==> config.mk <==
export PLATFORM = sky130hd
export DESIGN_NAME = word_crc_response_deframer
export DESIGN_NICKNAME = d
export VERILOG_FILES = /design/src/rtl/wcrd_pkg.sv /design/src/rtl/wcrd_front.sv /design/src/rtl/wcrd_queue.sv /design/src/rtl/wcrd_back.sv /design/src/rtl/word_crc_response_deframer.sv
export VERILOG_INCLUDE_DIRS = /design/src /design/src/rtl
export SDC_FILE = /design/constraint.sdc
export NUM_CORES = 1
export LEC_CHECK = 0
export BUFFER_PORTS_ARGS = -buffer_cell sky130_fd_sc_hd__buf_2
export CELL_PAD_IN_SITES_DETAIL_PLACEMENT = 1
export CELL_PAD_IN_SITES_GLOBAL_PLACEMENT = 2
export CORE_MARGIN = 2
export CORE_UTILIZATION = 40
export CTS_BUF_LIST = sky130_fd_sc_hd__clkbuf_16
export CTS_CLUSTER_SIZE = 14
export DETAILED_ROUTE_END_ITERATION = 8
export PLACE_DENSITY = 0.88
export SETUP_SLACK_MARGIN = 0.5
export SLEW_MARGIN = 0
export SYNTH_ARGS = -nofsm -noshare
export SYNTH_HDL_FRONTEND = slang
export SYNTH_HIERARCHICAL = 1
export SYNTH_SLANG_ARGS = --single-unit
export TNS_END_PERCENT = 100
==> constraint.sdc <==
create_clock -name clk -period 4.05 [get_ports clk]
set_clock_uncertainty 0.05 [all_clocks]
set_input_delay 0.81 -clock clk [delete_from_list [all_inputs] [get_ports clk]]
set_output_delay 0.81 -clock clk [all_outputs]
set_load 0.05 [all_outputs]
==> src/rtl/word_crc_response_deframer_defines.svh <==
// assertion helpers shared by the deframer
`ifndef WORD_CRC_RESPONSE_DEFRAMER_DEFINES_SVH
`define WORD_CRC_RESPONSE_DEFRAMER_DEFINES_SVH

// same-cycle implication, disabled while in reset
`define WCRD_ASSERT_NOW(label, ante, cons, msg) \
	label: assert property (@(posedge clk) disable iff (!arst_n) (ante) |-> (cons)) \
		else $error(msg);

// next-cycle implication, disabled while in reset
`define WCRD_ASSERT_NEXT(label, ante, cons, msg) \
	label: assert property (@(posedge clk) disable iff (!arst_n) (ante) |=> (cons)) \
		else $error(msg);

`endif

==> src/rtl/wcrd_pkg.sv <==
`timescale 1ns / 1ps

package wcrd_pkg;

	localparam int FRAME_BYTES = 24;
	localparam logic [3:0] WORDS_CAP = 4'(FRAME_BYTES / 3);

	localparam logic [7:0] POLY_RESET  = 8'h31;
	localparam logic [7:0] INIT_RESET  = 8'hFF;
	localparam logic [3:0] WORDS_RESET = 4'd4;

	localparam int QUEUE_DEPTH = 2;
	localparam int QPTR_W      = $clog2(QUEUE_DEPTH);
	localparam int QCNT_W      = $clog2(QUEUE_DEPTH + 1);

	typedef enum logic [1:0] {
		CFG_CRC_POLY   = 2'd0,
		CFG_CRC_INIT   = 2'd1,
		CFG_WORDS_USED = 2'd2
	} cfg_idx_t;

	typedef enum logic [1:0] {
		PH_HIGH = 2'd0,
		PH_LOW  = 2'd1,
		PH_CRC  = 2'd2
	} phase_t;

	typedef struct packed {
		logic [15:0] word;
		logic [2:0]  index;
		logic        ok;
		logic        last;
	} entry_t;

	// one byte through the crc register, msb first
	function automatic logic [7:0] crc_feed(input logic [7:0] crc, input logic [7:0] data,
		input logic [7:0] poly);
		logic [7:0] c;
		c = crc ^ data;
		for (int i = 0; i < 8; i++) begin
			c = c[7] ? ((c << 1) ^ poly) : (c << 1);
		end
		return c;
	endfunction

endpackage

==> src/rtl/wcrd_front.sv <==
`timescale 1ns / 1ps

module wcrd_front (
	input  logic                clk,
	input  logic                arst_n,
	input  logic                cfg_we,
	input  logic [1:0]          cfg_index,
	input  logic [7:0]          cfg_data,
	input  logic [7:0]          rx_byte,
	input  logic                frame_start,
	input  logic                byte_valid,
	output logic                byte_stall,
	input  logic                queue_full,
	output logic                push,
	output wcrd_pkg::entry_t    entry
);

	logic [7:0] poly_q;
	logic [7:0] init_q;
	logic [3:0] words_used_q;

	wcrd_pkg::phase_t phase_q, phase_d, phase_start;
	logic [3:0] wc_q, wc_d, wc_start;
	logic [7:0] high_q, high_d;
	logic [7:0] low_q, low_d;
	logic [7:0] crc_q, crc_d;
	logic [3:0] limit;
	logic       accept;

	assign byte_stall = queue_full;
	assign accept     = byte_valid && !queue_full;

	always_ff @(posedge clk or negedge arst_n) begin
		if (!arst_n) begin
			poly_q       <= wcrd_pkg::POLY_RESET;
			init_q       <= wcrd_pkg::INIT_RESET;
			words_used_q <= wcrd_pkg::WORDS_RESET;
		end else if (cfg_we) begin
			unique case (wcrd_pkg::cfg_idx_t'(cfg_index))
				wcrd_pkg::CFG_CRC_POLY:   poly_q       <= cfg_data;
				wcrd_pkg::CFG_CRC_INIT:   init_q       <= cfg_data;
				wcrd_pkg::CFG_WORDS_USED: words_used_q <= cfg_data[3:0];
				default: ;
			endcase
		end
	end

	assign limit = (words_used_q > wcrd_pkg::WORDS_CAP) ? wcrd_pkg::WORDS_CAP : words_used_q;

	always_comb begin
		phase_start = frame_start ? wcrd_pkg::PH_HIGH : phase_q;
		wc_start    = frame_start ? 4'd0 : wc_q;
		phase_d     = phase_q;
		wc_d        = wc_q;
		high_d      = high_q;
		low_d       = low_q;
		crc_d       = crc_q;
		push        = 1'b0;
		if (accept) begin
			phase_d = phase_start;
			wc_d    = wc_start;
			// bytes past the reported words only matter for a new frame start
			if (wc_start < limit) begin
				unique case (phase_start)
					wcrd_pkg::PH_HIGH: begin
						high_d  = rx_byte;
						crc_d   = wcrd_pkg::crc_feed(init_q, rx_byte, poly_q);
						phase_d = wcrd_pkg::PH_LOW;
					end
					wcrd_pkg::PH_LOW: begin
						low_d   = rx_byte;
						crc_d   = wcrd_pkg::crc_feed(crc_q, rx_byte, poly_q);
						phase_d = wcrd_pkg::PH_CRC;
					end
					wcrd_pkg::PH_CRC: begin
						push    = 1'b1;
						phase_d = wcrd_pkg::PH_HIGH;
						wc_d    = wc_start + 4'd1;
					end
					default: phase_d = wcrd_pkg::PH_HIGH;
				endcase
			end
		end
	end

	assign entry.word  = {high_q, low_q};
	assign entry.index = wc_start[2:0];
	assign entry.ok    = (crc_q == rx_byte);
	assign entry.last  = ((wc_start + 4'd1) == limit);

	always_ff @(posedge clk or negedge arst_n) begin
		if (!arst_n) begin
			phase_q <= wcrd_pkg::PH_HIGH;
			wc_q    <= 4'd0;
		end else begin
			phase_q <= phase_d;
			wc_q    <= wc_d;
		end
	end

	always_ff @(posedge clk) begin
		high_q <= high_d;
		low_q  <= low_d;
		crc_q  <= crc_d;
	end

endmodule

==> src/rtl/wcrd_queue.sv <==
`timescale 1ns / 1ps

module wcrd_queue (
	input  logic                clk,
	input  logic                arst_n,
	input  logic                push,
	input  wcrd_pkg::entry_t    push_entry,
	output logic                full,
	output logic                valid,
	input  logic                pop,
	output wcrd_pkg::entry_t    head
);

	wcrd_pkg::entry_t mem_q [wcrd_pkg::QUEUE_DEPTH];
	logic [wcrd_pkg::QPTR_W-1:0] wr_ptr_q;
	logic [wcrd_pkg::QPTR_W-1:0] rd_ptr_q;
	logic [wcrd_pkg::QCNT_W-1:0] count_q;

	assign full  = (count_q == wcrd_pkg::QCNT_W'(wcrd_pkg::QUEUE_DEPTH));
	assign valid = (count_q != '0);
	assign head  = mem_q[rd_ptr_q];

	always_ff @(posedge clk) begin
		if (push) begin
			mem_q[wr_ptr_q] <= push_entry;
		end
	end

	always_ff @(posedge clk or negedge arst_n) begin
		if (!arst_n) begin
			wr_ptr_q <= '0;
			rd_ptr_q <= '0;
			count_q  <= '0;
		end else begin
			if (push) begin
				wr_ptr_q <= (wr_ptr_q == wcrd_pkg::QPTR_W'(wcrd_pkg::QUEUE_DEPTH - 1)) ?
					'0 : wr_ptr_q + 1'b1;
			end
			if (pop) begin
				rd_ptr_q <= (rd_ptr_q == wcrd_pkg::QPTR_W'(wcrd_pkg::QUEUE_DEPTH - 1)) ?
					'0 : rd_ptr_q + 1'b1;
			end
			if (push && !pop) begin
				count_q <= count_q + 1'b1;
			end else if (pop && !push) begin
				count_q <= count_q - 1'b1;
			end
		end
	end

endmodule

==> src/rtl/wcrd_back.sv <==
`timescale 1ns / 1ps

module wcrd_back (
	input  logic                clk,
	input  logic                arst_n,
	input  logic                head_valid,
	input  wcrd_pkg::entry_t    head,
	output logic                pop,
	output logic                sample_valid,
	input  logic                sample_stall,
	output logic [15:0]         sample_value,
	output logic [2:0]          sample_index,
	output logic                crc_ok,
	output logic                last,
	output logic                frame_error
);

	logic        out_valid_q;
	logic [15:0] value_q;
	logic [2:0]  index_q;
	logic        ok_q;
	logic        last_q;
	logic        ferr_q;
	logic        zero_seen_q;

	logic [15:0] value;
	logic        zero_acc;

	assign pop      = head_valid && (!out_valid_q || !sample_stall);
	assign value    = head.ok ? head.word : 16'd0;
	// first word of a frame restarts the zero tracking
	assign zero_acc = ((head.index == 3'd0) ? 1'b0 : zero_seen_q) || (value == 16'd0);

	always_ff @(posedge clk or negedge arst_n) begin
		if (!arst_n) begin
			out_valid_q <= 1'b0;
			zero_seen_q <= 1'b0;
		end else begin
			if (pop) begin
				out_valid_q <= 1'b1;
				zero_seen_q <= zero_acc;
			end else if (!sample_stall) begin
				out_valid_q <= 1'b0;
			end
		end
	end

	always_ff @(posedge clk) begin
		if (pop) begin
			value_q <= value;
			index_q <= head.index;
			ok_q    <= head.ok;
			last_q  <= head.last;
			ferr_q  <= head.last && zero_acc;
		end
	end

	assign sample_valid = out_valid_q;
	assign sample_value = value_q;
	assign sample_index = index_q;
	assign crc_ok       = ok_q;
	assign last         = last_q;
	assign frame_error  = ferr_q;

endmodule

==> src/rtl/word_crc_response_deframer.sv <==
`timescale 1ns / 1ps
// Response deframer: checks the crc-8 of each (high, low, crc) byte triple.
// Byte channel: rx_byte and frame_start move on byte_valid with byte_stall low;
// frame_start marks the first byte of a frame. Sample channel: one transfer
// per checked word on sample_valid with sample_stall low, carrying the word
// (zero on a crc mismatch), its index, crc_ok, last and frame_error.
// Configuration: cfg_we writes cfg_data into register cfg_index (0 polynomial,
// 1 crc start value, 2 words per frame); the user must write only while the
// block is idle, as the block does not enforce it. Throughput: one byte per
// cycle while byte_stall is low, so one word per three bytes; words held back
// by a sample stall leave on consecutive cycles once it clears. A word passes
// from the transfer of its crc byte through the two-entry word queue and then
// the output register. The crc of each data byte is folded in as the byte
// arrives, so the check itself is a single compare against the crc byte.
// A stall on the sample side fills the queue; byte_stall rises only while the
// queue is full, and no result is lost.
// Reset: configuration returns to 0x31 / 0xFF / 4 words and the block acts as
// if a frame had just started.

`include "word_crc_response_deframer_defines.svh"

module word_crc_response_deframer (
	input  logic        clk,
	input  logic        arst_n,
	input  logic        cfg_we,
	input  logic [1:0]  cfg_index,
	input  logic [7:0]  cfg_data,
	input  logic        byte_valid,
	output logic        byte_stall,
	input  logic [7:0]  rx_byte,
	input  logic        frame_start,
	output logic        sample_valid,
	input  logic        sample_stall,
	output logic [15:0] sample_value,
	output logic [2:0]  sample_index,
	output logic        crc_ok,
	output logic        last,
	output logic        frame_error
);

	logic             push;
	logic             queue_full;
	logic             head_valid;
	logic             pop;
	wcrd_pkg::entry_t push_entry;
	wcrd_pkg::entry_t head;

	wcrd_front u_front (
		.clk         (clk),
		.arst_n      (arst_n),
		.cfg_we      (cfg_we),
		.cfg_index   (cfg_index),
		.cfg_data    (cfg_data),
		.rx_byte     (rx_byte),
		.frame_start (frame_start),
		.byte_valid  (byte_valid),
		.byte_stall  (byte_stall),
		.queue_full  (queue_full),
		.push        (push),
		.entry       (push_entry)
	);

	wcrd_queue u_queue (
		.clk        (clk),
		.arst_n     (arst_n),
		.push       (push),
		.push_entry (push_entry),
		.full       (queue_full),
		.valid      (head_valid),
		.pop        (pop),
		.head       (head)
	);

	wcrd_back u_back (
		.clk          (clk),
		.arst_n       (arst_n),
		.head_valid   (head_valid),
		.head         (head),
		.pop          (pop),
		.sample_valid (sample_valid),
		.sample_stall (sample_stall),
		.sample_value (sample_value),
		.sample_index (sample_index),
		.crc_ok       (crc_ok),
		.last         (last),
		.frame_error  (frame_error)
	);

	`WCRD_ASSERT_NOW(a_no_push_when_full, push, !queue_full, "word pushed into a full queue")
	`WCRD_ASSERT_NOW(a_ferr_only_on_last, sample_valid && frame_error, last, "frame error off last word")
	`WCRD_ASSERT_NOW(a_bad_crc_zero, sample_valid && !crc_ok, sample_value == 16'd0, "bad crc word not zeroed")
	`WCRD_ASSERT_NEXT(a_pop_shows_sample, pop, sample_valid, "popped word not presented")

endmodule

# After elaboration in Yosys (flattened, before gate mapping)
# Memory sizes are Yosys's and may differ from the RTL's.
# Cells that the tools add are included.
[word_totals]
regBits = 78
n_memories = 1
word_cells = 114
inputBits = 24
ram_bits = 42
out_inout_bits = 24
[op_classes]
n_addsub = 5
muxes = 37
magnitude_cmp = 2
eq_ne = 8
reduce_logical = 25
bitwise_logic = 18
[memory_table]
columns = ["memory", "words", "word_bits", "rd", "rd_clocked_by_memory_dff", "write_ports", "line", "text"]
rows = [
  ["u_queue.mem_q", 2, 21, 1, 0, 1, "wcrd_queue.sv:14", "wcrd_pkg::entry_t mem_q [wcrd_pkg::QUEUE_DEPTH];"],
]
[op_table]
columns = ["operator", "count"]
rows = [
  ["$xor 8x8->8", 18],
  ["$mux 8", 16],
  ["$logic_not 16->1", 1],
  ["$mux 16", 1],
  ["$mux 4", 4],
  ["$pmux 8 s2", 1],
  ["$mux 1", 10],
  ["$reduce_and 3->1", 3],
  ["$eq 8x8->1", 1],
  ["$mux 2", 4],
  ["$eq 2x2->1 const B", 3],
  ["$reduce_and 2->1", 3],
  ["$reduce_bool 2->1", 3],
  ["$logic_and 1x1->1", 5],
  ["$logic_not 1->1", 5],
  ["$add 4x1->4 const B", 1],
  ["$eq 2x1->1 const B", 2],
  ["$eq 4x4->1", 1],
  ["$gt 4x4->1 const B", 1],
  ["$logic_not 2->1", 2],
  ["$lt 4x4->1", 1],
  ["$pmux 2 s2", 1],
  ["$logic_not 3->1", 1],
  ["$add 1x1->1 const B", 2],
  ["4 further kinds", 5],
]

# Logic depth before layout (Yosys ltp)
# Gate-level depths: netlist of the first run.
[logic_depth]
ltp_word = 18
mapped_depth = 16
ltp_nobuf = 13

# By module
# Netlist of the first run, hierarchy kept.
[by_module_without_submodules]
columns = ["mod", "seq_area_each_um2", "area_each_um2", "instances", "cells_per_inst"]
rows = [
  ["wcrd_front", 1386.3, 5098.6, 1, 590],
  ["wcrd_queue", 1361.3, 1709.1, 1, 81],
  ["wcrd_back", 710.7, 917.1, 1, 53],
]

# Worst setup path before layout of the first run
# No wires, ideal clock.
[synth_timing]
kind = "input to register"
start = "input rx_byte[7]"
end = "register u_front.crc_q[6], data pin"
required_time_ns = 3.810
setup_slack_ns = 0.024
path_buffers = 1
cell_stages = 13
arrival_ns = 3.786
setup_time_ns = 0.190
path_cell_list = "xnor2_1 -> buf_2 -> o21ai_0 -> nand2_1 -> o32a_1 -> a311oi_2 -> o21ai_1 -> xnor3_2 -> xnor2_2 -> a211o_2 -> nand2_1 -> a22o_1 -> a2111oi_2"
[synth_via]
elab_chain_len = 16
word_cells_on_any_way = 33
cone_classes = "mux: 17; bitwise: 16"
[synth_rtl]
columns = ["item", "line", "text"]
rows = [
  ["start, declared", "word_crc_response_deframer.sv:30", "input logic [7:0] rx_byte,"],
  ["$xor 8x8->8", "wcrd_pkg.sv:39", "c = crc ^ data;"],
  ["$mux 8", "wcrd_pkg.sv:41", "c = c[7] ? ((c << 1) ^ poly) : (c << 1);"],
  ["$mux 8 or $xor 8x8->8 (tied branches)", "wcrd_pkg.sv:41", ""],
  ["$xor 8x8->8 or $mux 8 (tied branches)", "wcrd_pkg.sv:41", ""],
  ["$mux 8 or $xor 8x8->8 (tied branches)", "wcrd_pkg.sv:41", ""],
  ["$xor 8x8->8 or $mux 8 (tied branches)", "wcrd_pkg.sv:41", ""],
  ["$mux 8 or $xor 8x8->8 (tied branches)", "wcrd_pkg.sv:41", ""],
  ["$xor 8x8->8 or $mux 8 (tied branches)", "wcrd_pkg.sv:41", ""],
  ["$mux 8 or $xor 8x8->8 (tied branches)", "wcrd_pkg.sv:41", ""],
  ["$xor 8x8->8 or $mux 8 (tied branches)", "wcrd_pkg.sv:41", ""],
  ["$mux 8 or $xor 8x8->8 (tied branches)", "wcrd_pkg.sv:41", ""],
  ["$xor 8x8->8 or $mux 8 (tied branches)", "wcrd_pkg.sv:41", ""],
  ["$mux 8 or $xor 8x8->8 (tied branches)", "wcrd_pkg.sv:41", ""],
  ["$xor 8x8->8 or $mux 8 (tied branches)", "wcrd_pkg.sv:41", ""],
  ["$mux 8", "wcrd_pkg.sv:41", ""],
  ["$pmux 8 s2 *", "wcrd_front.sv:64", "unique case (phase_start)"],
  ["end signal, assigned", "wcrd_front.sv:104", "crc_q <= crc_d;"],
  ["end, declared", "wcrd_front.sv:26", "logic [7:0] crc_q, crc_d;"],
]
# Mark *: on every way between the ends. The rest lies on a longest branch, timed or not.
# A chain may end at the register's enable or synchronous reset.

# Worst setup path in the final report of the first run
[layout_timing]
start = "register u_front.init_q[7]"
end = "register u_front.crc_q[6], data pin"
[layout_via]
elab_chain_len = 16
word_cells_on_any_way = 17
cone_classes = "mux: 9; bitwise: 8"
[layout_rtl]
columns = ["item", "line", "text"]
rows = [
  ["start, declared", "wcrd_front.sv:19", "logic [7:0] init_q;"],
  ["start signal, assigned", "wcrd_front.sv:36", "init_q <= wcrd_pkg::INIT_RESET;"],
  ["start signal, assigned", "wcrd_front.sv:41", "wcrd_pkg::CFG_CRC_INIT: init_q <= cfg_data;"],
  ["$xor 8x8->8 *", "wcrd_pkg.sv:39", ""],
  ["$mux 8 * (2 in a row)", "wcrd_pkg.sv:41", ""],
  ["$xor 8x8->8 or $mux 8 (tied branches)", "wcrd_pkg.sv:41", ""],
  ["$mux 8 *", "wcrd_pkg.sv:41", ""],
  ["$xor 8x8->8 or $mux 8 (tied branches)", "wcrd_pkg.sv:41", ""],
  ["$mux 8 *", "wcrd_pkg.sv:41", ""],
  ["$xor 8x8->8 or $mux 8 (tied branches)", "wcrd_pkg.sv:41", ""],
  ["$mux 8 *", "wcrd_pkg.sv:41", ""],
  ["$xor 8x8->8 or $mux 8 (tied branches)", "wcrd_pkg.sv:41", ""],
  ["$mux 8 *", "wcrd_pkg.sv:41", ""],
  ["$xor 8x8->8 or $mux 8 (tied branches)", "wcrd_pkg.sv:41", ""],
  ["$mux 8 *", "wcrd_pkg.sv:41", ""],
  ["$xor 8x8->8 or $mux 8 (tied branches)", "wcrd_pkg.sv:41", ""],
  ["$mux 8 *", "wcrd_pkg.sv:41", ""],
  ["$pmux 8 s2 *", "wcrd_front.sv:64", ""],
]
# Marks and branches as above.

==> metrics.yaml, run 1 <==
initial_utilization: 0.4102
gp_congestion: 0.8966
layout-drive-gt1-share: 0.4178
vias: 6675
synth.avg_cell_area_sq_um: 10.67
clk_pin_slew_ps: 60
max_freq_mhz: 247.1
synthDominantCellAreaShare: 0.3421
antenna_found_initial: 1
tns_ps: 0
wl_per_cell_um: 21.65
critPathMaxFanout: 7
critPathCaptureType: "register"
portBuffers: 47
start_kind: "register"
path_delay_family: "compound AO/OA/AOI/OAI gates"
drcViolationCount: 0
antenna_left: 0
vias_per_cell: 5.600
worst_pin_slew_ps: 928.6
outcome: "finished clean"
path_class: "register to register"
syn-cell-area_sq_um: 7725
ys_seq_area_frac: 0.4477
worstPathArrival_ps: 4220
dpl.hpwl_um: 18230
die_height_um: 143.0
grt_usage: 0.2612
crit_path_max_incr_delay_ps: 620
cp.required_ps: 4220
final_max_slew_viol_count: 0
yosysUniqueCellTypes: 82
fin_nets: 948
first_global_vias: 7399
crit_buf_inv: 2
syn_nets: 754
max-clock-path-buffers: 2
rsz0062_at_grt: "true"
cp_slowest_cell: "dfstp_2"
numCtsBuffers: 17
drt_pass1_iterations: 7
clock_sinks: 120
area_growth_pct: 38.00
core_area_sq_um: 18830
path_cells: "xor2_4, buf_12, xnor2_4, o21a_1, o32a_1, a311oi_4, buf_4, o21ai_1, xnor3_1, and4_4, o211ai_1, nand2_1, a22o_1, a2111oi_2"
grt_overflow: 0
synth_top_area_cell: "edfxtp_1"
totalWireLength_um: 25800
maxCapViolations: 0
min_period_over_period: 0.9992
finalHoldViolations: 0
clock_latency_ps: 410
grt_max_degree: 33
rows: 50
hold_buffers: 0
slew_headroom: 0.3809
hold_path_class: "register to register"
drt_iter0_drc: 379
ys_async_sr_fraction: 0.2667
dieArea_sq_um: 20440
tritoncts: "built"
num_io_pins: 48
synth_edf_count: 88
grt_pass1_wl_um: 40410
cts_root_buf: "clkbuf_16"
synth_seq_cells: 120
ys_warn_count: 6
synthTopCellsByArea: "edfxtp_1, xnor2_1, dfrtp_1"
min_period_ps: 4047
synthFlopType: "edfxtp_1"
htreeDepth: 4
dieWidth_um: 143.0
synth_cells: 724
setup-violations-final: 0
-- worst reg2reg max path: cells and delay by family (launching register included) --
family	cells	cell delay, ps
DFF	1	620
buffers and inverters	2	310
AOI/OAI and AO/OA	7	1860
xor gates and xnor gates	3	680
and+or+nand+nor	2	330
-- per-layer routing --
| layer | track usage | wire [um] | vias up |
|---|---|---|---|
| met5 | 0 | 0 | - |
| met4 | 0.09536 | 878 | 0 |
| met3 | 0.04494 | 886 | 59 |
| met2 | 0.5016 | 13930 | 172 |
| met1 | 0.2855 | 10110 | 3380 |
| li1 | - | - | 3064 |
-- through the flow --
stage                     cells  utilization  area [sq um]  worst slack, ps  hold WS [ps]
after floorplan             724            -          7909            125.3         371.5
after detailed placement   1127       0.4976          9370           -740.8         380.8
after global routing       1191       0.5660         10660           -183.3         409.3
after global placement     1127       0.4976          9370           -647.9         374.0
after CTS                  1187       0.5597         10540            39.49         393.0
final                      1192       0.5661         10660            3.248         392.2
-- placed cells by master, fill, tap and decap left out, drive strengths merged, types with 12 or more instances in the layout --
master / count
a21oi: 24
and2: 22
buf: 214
clkbuf: 17
dfrtp: 20
dfstp: 12
edfxtp: 88
mux2: 36
nand2: 83
nand3: 37
nor2: 23
nor3: 22
o21ai: 38
xnor2: 68
xor2: 24
-- synthesized netlist by cell type, types with 8 or more instances --
cell and count:
dfrtp_1 20, edfxtp_1 88, a211oi_1 11, nand3_1 37
mux2_2 36, o21ai_1 9, a21oi_1 24, xor2_1 21
xnor3_1 8, dfstp_2 12, nand2_1 83, nor3_1 20
nor2_1 23, and2_1 20, clkbuf_1 26, a21o_1 8
inv_1 10, o21ai_0 29, xnor2_1 61, a22o_1 11
nor2b_1 9
-- cell type report --
class,instances,area [sq um]
Antenna cell,1,2.502
Sequential cell,120,3458
Multi-Input combinational cell,553,4529
Fill cell,2022,8170
Timing Repair Buffer,215,1669
Clock inverter,15,200.2
Tap cell,260,325.3
Inverter,11,50.05
Clock buffer,17,425.4
-- repair_timing --
action	in CTS	in global routing
setup buffers	27	4
gates resized for setup	62	18
cloned	1	0
setup endpoints to repair	8	8
endpoints found under the hold margin	0	0
pin swaps	36	13
-- worst paths after layout --
kind,from,to,slack [ps],cells after the start
worst max-delay path,u_front/init_q[7],u_front/crc_q[6],3,14
worst min-delay path,u_front/high_q[7],u_queue/mem_q[0][20],390,0
worst max register to register,u_front/init_q[7],u_front/crc_q[6],3,14
worst min register to register,u_front/high_q[7],u_queue/mem_q[0][20],390,0
max in group asynchronous,arst_n,u_front/phase_q[1],3040,1
min in group asynchronous,arst_n,u_back/sample_valid,430,1
-- flip-flops by register name (all words and copies together), names as in the netlist --
signal                flops
u_front/init_q            8
u_back/zero_seen_q        1
u_front/high_q            8
u_back/sample_value      16
u_queue/count_q           2
u_queue/wr_ptr_q          1
u_front/wc_q              4
u_back/sample_index       3
u_front/crc_q             8
u_front/phase_q           2
u_back/frame_error        1
u_front/poly_q            8
u_queue/rd_ptr_q          1
u_back/last               1
u_queue/mem_q            42
u_front/words_used_q      4
u_front/low_q             8
u_back/crc_ok             1
u_back/sample_valid       1
-- cells by family after synthesis --
| group | Yosys count | synth area share |
|---|---|---|
| AOI/OAI and AO/OA | 153 | 0.1393 |
| xor gates and xnor gates | 102 | 0.1437 |
| adders and majority gates | 6 | 0.009718 |
| buffers and inverters | 51 | 0.02883 |
| DFF | 120 | 0.4477 |
| muxes | 43 | 0.06155 |
| and+or+nand+nor | 249 | 0.1693 |
Power of run 1 is not shown: default switching activity piles up to over one toggle a cycle in this logic, so the estimate is an artifact.
==> run 2, diff against run 1 <==
- BUFFER_PORTS_ARGS: -buffer_cell sky130_fd_sc_hd__buf_2 -> unset
- DONT_BUFFER_PORTS: unset -> 1
- PLACE_DENSITY: 0.88 -> 0.85
==> metrics.yaml, run 2 (synthesized netlist as in run 1, its figures left out) <==
antenna_left: 0  # unchanged
cts_root_buf: "clkbuf_16"  # unchanged
layout-drive-gt1-share: 0.3647  # was 0.4178
regMostFlops: "u_queue/mem_q"  # unchanged
wl_per_cell_um: 22.12  # was 21.65 um
diodes: 0  # was 1
start_kind: "register"  # unchanged
dieArea_sq_um: 20440  # unchanged
drt_iter0_drc: 362  # was 379
path_class: "register to register"  # unchanged
setup-violations-final: 1  # was 0
slew_headroom: 0.2935  # was 0.3809
min_period_over_period: 1.006  # was 0.9992
critPathMaxFanout: 7  # unchanged
num_io_pins: 48  # unchanged
vias: 6412  # was 6675
totalWireLength_um: 24790  # was 25800 um
finalWorstSetupSlack_ps: -26.14  # was 3.248 ps
dp_slack_ps: -328.1  # was -740.8 ps
core_area_sq_um: 18830  # unchanged
hold_buffers: 0  # unchanged
gp_congestion: 0.8853  # was 0.8966
layout_common_cells: "buf_4, edfxtp_1, nand2_1"  # unchanged
grt_pass1_wl_um: 39570  # was 40410 um
initial_utilization: 0.4102  # unchanged
rr_worst_depth: 14  # unchanged
grt_max_degree: 33  # unchanged
rows: 50  # unchanged
dieWidth_um: 143.0  # unchanged
min_period_ps: 4076  # was 4047 ps
violations: "setup timing"
die_height_um: 143.0  # unchanged
nFillCells: 1976  # was 2022
worstPathArrival_ps: 4250  # was 4220 ps
dpl.hpwl_um: 17120  # was 18230 um
final_max_slew_viol_count: 0  # unchanged
htreeDepth: 4  # unchanged
tritoncts: "built"  # unchanged
numCtsBuffers: 17  # unchanged
critPathCaptureType: "register"  # unchanged
vias_per_cell: 5.720  # was 5.600
clock_sinks: 120  # unchanged
rsz0062_at_grt: "true"  # unchanged
placed_cell_area_sq_um: 8935  # was 9370 sq um
outcome: "finished, violations left"  # was finished clean
grt_usage: 0.2533  # was 0.2612
first_global_vias: 6975  # was 7399
largest_register_ffs: 42  # unchanged
fin_nets: 878  # was 948
max-clock-path-buffers: 2  # unchanged
final_common_cell: "buf_4"  # unchanged
max_freq_mhz: 245.3  # was 247.1 MHz
grt_overflow: 0  # unchanged
drcViolationCount: 0  # unchanged
worst_pin_slew_ps: 1056  # was 928.6 ps
clock_latency_ps: 420  # was 410 ps
drt_pass1_iterations: 5  # was 7
finalHoldViolations: 0  # unchanged
antenna_found_initial: 0  # was 1
cp.required_ps: 4230  # was 4220 ps
hold_path_class: "input port to async pin"  # was register to register
fin_area_sq_um: 10170  # was 10660 sq um
maxCapViolations: 0  # unchanged
portBuffers: 0  # was 47
area_growth_pct: 31.71  # was 38.00%
clk_pin_slew_ps: 60  # about the same
## run 2: cell types whose count changed in the layout (fill, tap and decap cells not counted), sizes merged
cell	previous run	this run
inv	10	9
diode	1	0
clkdlybuf4s15	1	0
buf	214	145
clkinvlp	4	5
## run 2: path summary, 6_finish.rpt
check | start | slack, ps | to
worst max-delay path | u_front/crc_q[7] | -30 | u_front/crc_q[6]
worst max register to register | u_front/crc_q[7] | -30 | u_front/crc_q[6]
max in group asynchronous | arst_n | 3730 | u_front/init_q[2]
worst min-delay path | arst_n | 40 | u_front/wc_q[3]
min in group clk | u_front/high_q[4] | 390 | u_queue/mem_q[0][17]
worst min register to register | u_front/high_q[4] | 390 | u_queue/mem_q[0][17]
## run 2: metal layers
metal,track usage,up-vias,routed length [um]
met2,0.4583,160,13040
met5,0,-,0
met3,0.04024,44,717
li1,-,2919,-
met1,0.3053,3289,10440
met4,0.08650,0,597
## run 2: timing repair
item	4_1_cts	5_1_grt
setup buffers	23	6
resized for setup	49	19
cloned	0	0
setup endpoints to repair	8	8
pin swaps	37	14
## run 2: stage by stage
step,utilization,hold WS (ps),TNS [ps],instances
CTS,0.5318,22.53,0,1115
floorplan,-,371.5,0,724
global route,0.5403,16.97,-1192,1121
global placement,0.4745,376.0,-719.0,1060
detailed placement,0.4745,385.3,-1567,1060
finish,0.5403,41.67,-26.14,1121
## run 2: layout make-up
cell class | instances | area [sq um] | area share
Multi-Input combinational cell | 553 | 4537 | 0.4459
Sequential cell | 120 | 3458 | 0.3399
Timing Repair Buffer | 145 | 1195 | 0.1174
Clock buffer | 17 | 425.4 | 0.04181
Tap cell | 260 | 325.3 | 0.03197
Clock inverter | 15 | 185.2 | 0.01820
Inverter | 11 | 48.80 | 0.004796
## run 2: worst max-delay path, stage by stage (launching register included)
cell and delay (ps):
edfxtp_1 540, xor2_4 250, buf_12 150, xnor2_4 270
nor3_2 110, or3_1 450, and4_1 230, mux2i_2 290
buf_4 180, nand3_1 190, and4_1 290, o211ai_1 250
nand2_1 110, a22o_1 240, a2111oi_4 290
Power of run 2 is left out for the same reason.
==> run 3, diff against run 2 <==
- ABC_AREA: unset -> 1
- CORE_UTILIZATION: 40 -> 39
- PLACE_DENSITY: 0.85 -> 0.89
==> metrics.yaml, run 3 <==
outcome: "finished clean"  # was finished, violations left
min_period_ps: 3411  # was 4076 ps
dpl.hpwl_um: 14840  # was 17120 um
largest_register_ffs: 42  # unchanged
final_max_slew_viol_count: 0  # unchanged
hold_path_class: "input port to async pin"  # unchanged
dieWidth_um: 144.8  # was 143.0 um
finalHoldViolations: 0  # unchanged
setup-violations-final: 0  # was 1
layout_common_cells: "nand2_1, inv_1, nand3_1"  # was buf_4, edfxtp_1, nand2_1
cp_common_cell: "nand2_1"  # was and4_1
die_height_um: 144.8  # was 143.0 um
synthTopCellsByCount: "nand2_1, inv_1, nand3_1"  # was edfxtp_1, nand2_1, xnor2_1
synth_seq_cells: 120  # unchanged
ys_warn_count: 6  # unchanged
maxCapViolations: 0  # unchanged
path_delay_family: "simple AND/OR/NAND/NOR gates"  # unchanged
synthTopCellsByArea: "edfxtp_1, nand2_1, nand3_1"  # was edfxtp_1, xnor2_1, dfrtp_1
critPathCaptureType: "register"  # unchanged
worst_pin_slew_ps: 874.5  # was 1056 ps
p_per_area_nw_per_um2: 927.9
num_io_pins: 48  # unchanged
vias_per_cell: 4.974  # was 5.720
synthFlopType: "edfxtp_1"  # unchanged
start_kind: "register"  # unchanged
rsz0062_at_grt: "false"  # was true
crit_path_max_incr_delay_ps: 610  # was 540 ps
critPathMaxFanout: 8  # was 7
ys_async_sr_fraction: 0.2667  # unchanged
grt_overflow: 0  # unchanged
ys_seq_area_frac: 0.4474  # was 0.4477
rrSetupSlack_ps: 640  # was -30 ps
synth.avg_cell_area_sq_um: 8.171  # was 10.67 sq um
initial_utilization: 0.3972  # was 0.4102
r2r-start: "u_front/init_q[7]"  # was u_front/crc_q[7]
crit_start: "u_front/init_q[7]"  # was u_front/crc_q[7]
tritoncts: "built"  # unchanged
drt_iter0_drc: 312  # was 362
diodes: 0  # unchanged
grt_pass1_wl_um: 32780  # was 39570 um
yosysUniqueCellTypes: 42  # was 82
portBuffers: 0  # unchanged
r2r_end: "u_front/crc_q[7]"  # was u_front/crc_q[6]
vdd_drop_max_uv: 357.5
placed_cell_area_sq_um: 7998  # was 8935 sq um
cp_slowest_cell: "dfstp_2"  # was edfxtp_1
layout-drive-gt1-share: 0.2334  # was 0.3647
core_area_sq_um: 19460  # was 18830 sq um
crit_buf_inv: 6  # was 2
clk_pin_slew_ps: 60  # about the same
antenna_found_initial: 0  # unchanged
gp_congestion: 0.8146  # was 0.8853
syn-cell-area_sq_um: 7730  # was 7725 sq um
cp.required_ps: 4170  # was 4230 ps
vias: 6262  # was 6412
path_cells: "inv_2, nand2_2, nand2_4, nand3_4, nand3_4, nand2_4, inv_2, nor2_4, buf_4, nand2_1, xnor2_1, inv_1, nand2_1, nand2_1, xnor2_2, inv_1, nand2_1, nand2_2, nand2_4, inv_2, nor2_4, nand3_2, nand3_2, nand2_2"  # was xor2_4, buf_12, xnor2_4, nor3_2, or3_1, and4_1, mux2i_2, buf_4, nand3_1, and4_1, o211ai_1, nand2_1, a22o_1, a2111oi_4
path_depth: 24  # was 14
synth_cells: 946  # was 724
drcViolationCount: 0  # unchanged
dieArea_sq_um: 20960  # was 20440 sq um
syn_nets: 976  # was 754
drt_pass1_iterations: 4  # was 5
worstPathArrival_ps: 3530  # was 4250 ps
cts_root_buf: "clkbuf_16"  # unchanged
synth_edf_count: 88  # unchanged
regMostFlops: "u_queue/mem_q"  # unchanged
area_growth_pct: 19.18  # was 31.71%
p_leak_uw: 0.004194
clock_sinks: 120  # unchanged
numCtsBuffers: 17  # unchanged
grt_usage: 0.2049  # was 0.2533
first_global_vias: 6366  # was 6975
tns_ps: 0  # was -26.14 ps
synth_top_area_cell: "edfxtp_1"  # unchanged
clock_latency_ps: 420  # about the same
fin_area_sq_um: 9213  # was 10170 sq um
final_common_cell: "nand2_1"  # was buf_4
slew_headroom: 0.4164  # was 0.2935
crit_end: "u_front/crc_q[7]"  # was u_front/crc_q[6]
htreeDepth: 4  # unchanged
max-clock-path-buffers: 2  # unchanged
synth_most_common_cell: "nand2_1"  # was edfxtp_1
max_freq_mhz: 293.2  # was 245.3 MHz
rr_worst_depth: 24  # was 14
fin_nets: 1011  # was 878
synthDominantCellAreaShare: 0.3419  # was 0.3421
path_class: "register to register"  # unchanged
min_period_over_period: 0.8422  # was 1.006
wl_per_cell_um: 16.59  # was 22.12 um
antenna_left: 0  # unchanged
grt_max_degree: 33  # unchanged
rows: 51  # was 50
totalWireLength_um: 20880  # was 24790 um
## run 3: cell types whose count changed after synthesis, sizes merged, moves of 22 or more
cell | before | now
inv | 10 | 135
nand3 | 37 | 123
xnor2 | 68 | 33
nor2 | 23 | 66
nand2 | 83 | 307
and2 | 22 | 0
## run 3: cells by family after synthesis
kind of cell               count (synthesis)  synth area share
xor gates and xnor gates                  67           0.08029
adders and majority gates                  6          0.009712
AOI/OAI and AO/OA                         64           0.04484
and+or+nand+nor                          504            0.2973
muxes                                     21           0.03059
DFF                                      120            0.4474
buffers and inverters                    164           0.08983
## run 3: per-layer routing
| metal | track usage | share of wire |
|---|---|---|
| met2 | 0.3749 | 0.52 |
| met5 | 0 | 0 |
| met4 | 0.06285 | 0.018 |
| met3 | 0.03225 | 0.027 |
| met1 | 0.2465 | 0.44 |
## run 3: how the worst min path moves through the flow
| stage | from | endpoint | slack, ps | cells past startpoint |
|---|---|---|---|---|
| 6_report | arst_n | u_front/poly_q[1] | 30 | 0 |
| 3_3_place_gp | u_front/high_q[2] | u_queue/mem_q[0][15] | 370 | 0 |
| 3_5_place_dp | u_front/low_q[0] | u_queue/mem_q[0][5] | 380 | 0 |
| 5_1_grt | arst_n | u_front/poly_q[1] | 20 | 0 |
| 4_1_cts | arst_n | u_front/poly_q[1] | 20 | 0 |
| 2_1_floorplan | u_front/low_q[5] | u_queue/mem_q[0][10] | 370 | 0 |
## run 3: stage by stage
stage	cells	utilization	total power, uW	setup slack (ps)	hold WS, ps
final	1259	0.4734	8548	639.0	31.47
after global routing	1259	0.4734	9255	434.9	15.92
after CTS	1238	0.4474	7983	531.5	15.43
after detailed placement	1199	0.4109	6242	114.3	382.9
after global placement	1199	0.4109	6147	168.1	373.9
after floorplan	946	-	5491	576.6	371.5
## run 3: area by class of cell
cell class | count | area, sq um
fill | 2328 | 10250
timing repair buffer | 42 | 326.6
sequential | 120 | 3461
tap | 265 | 331.6
multi-input combinational | 664 | 3946
inverter | 136 | 514.2
clock buffer | 17 | 425.4
clock inverter | 15 | 207.7
## run 3: power by group
part	leakage, uW	internal, uW	switching, uW
combinational	0.00270	1690	2900
clock	0.000311	1080	533
sequential	0.00119	1750	597
total	0.00419	4520	4030
## run 3: worst register-to-register path: cells and delay by family, from the launching register on
kind,cells,cell delay [ps]
buffers and inverters,6,470
DFF,1,610
and+or+nand+nor,16,1600
xor gates and xnor gates,2,430
## run 3: repair_timing
action	CTS	global route
endpoints found under the setup margin	7	8
gates cloned	0	2
hold buffers	0	0
gates resized for setup	5	88
setup buffers	7	19
pin swaps	5	39
Power figures use the tool's default switching activity.
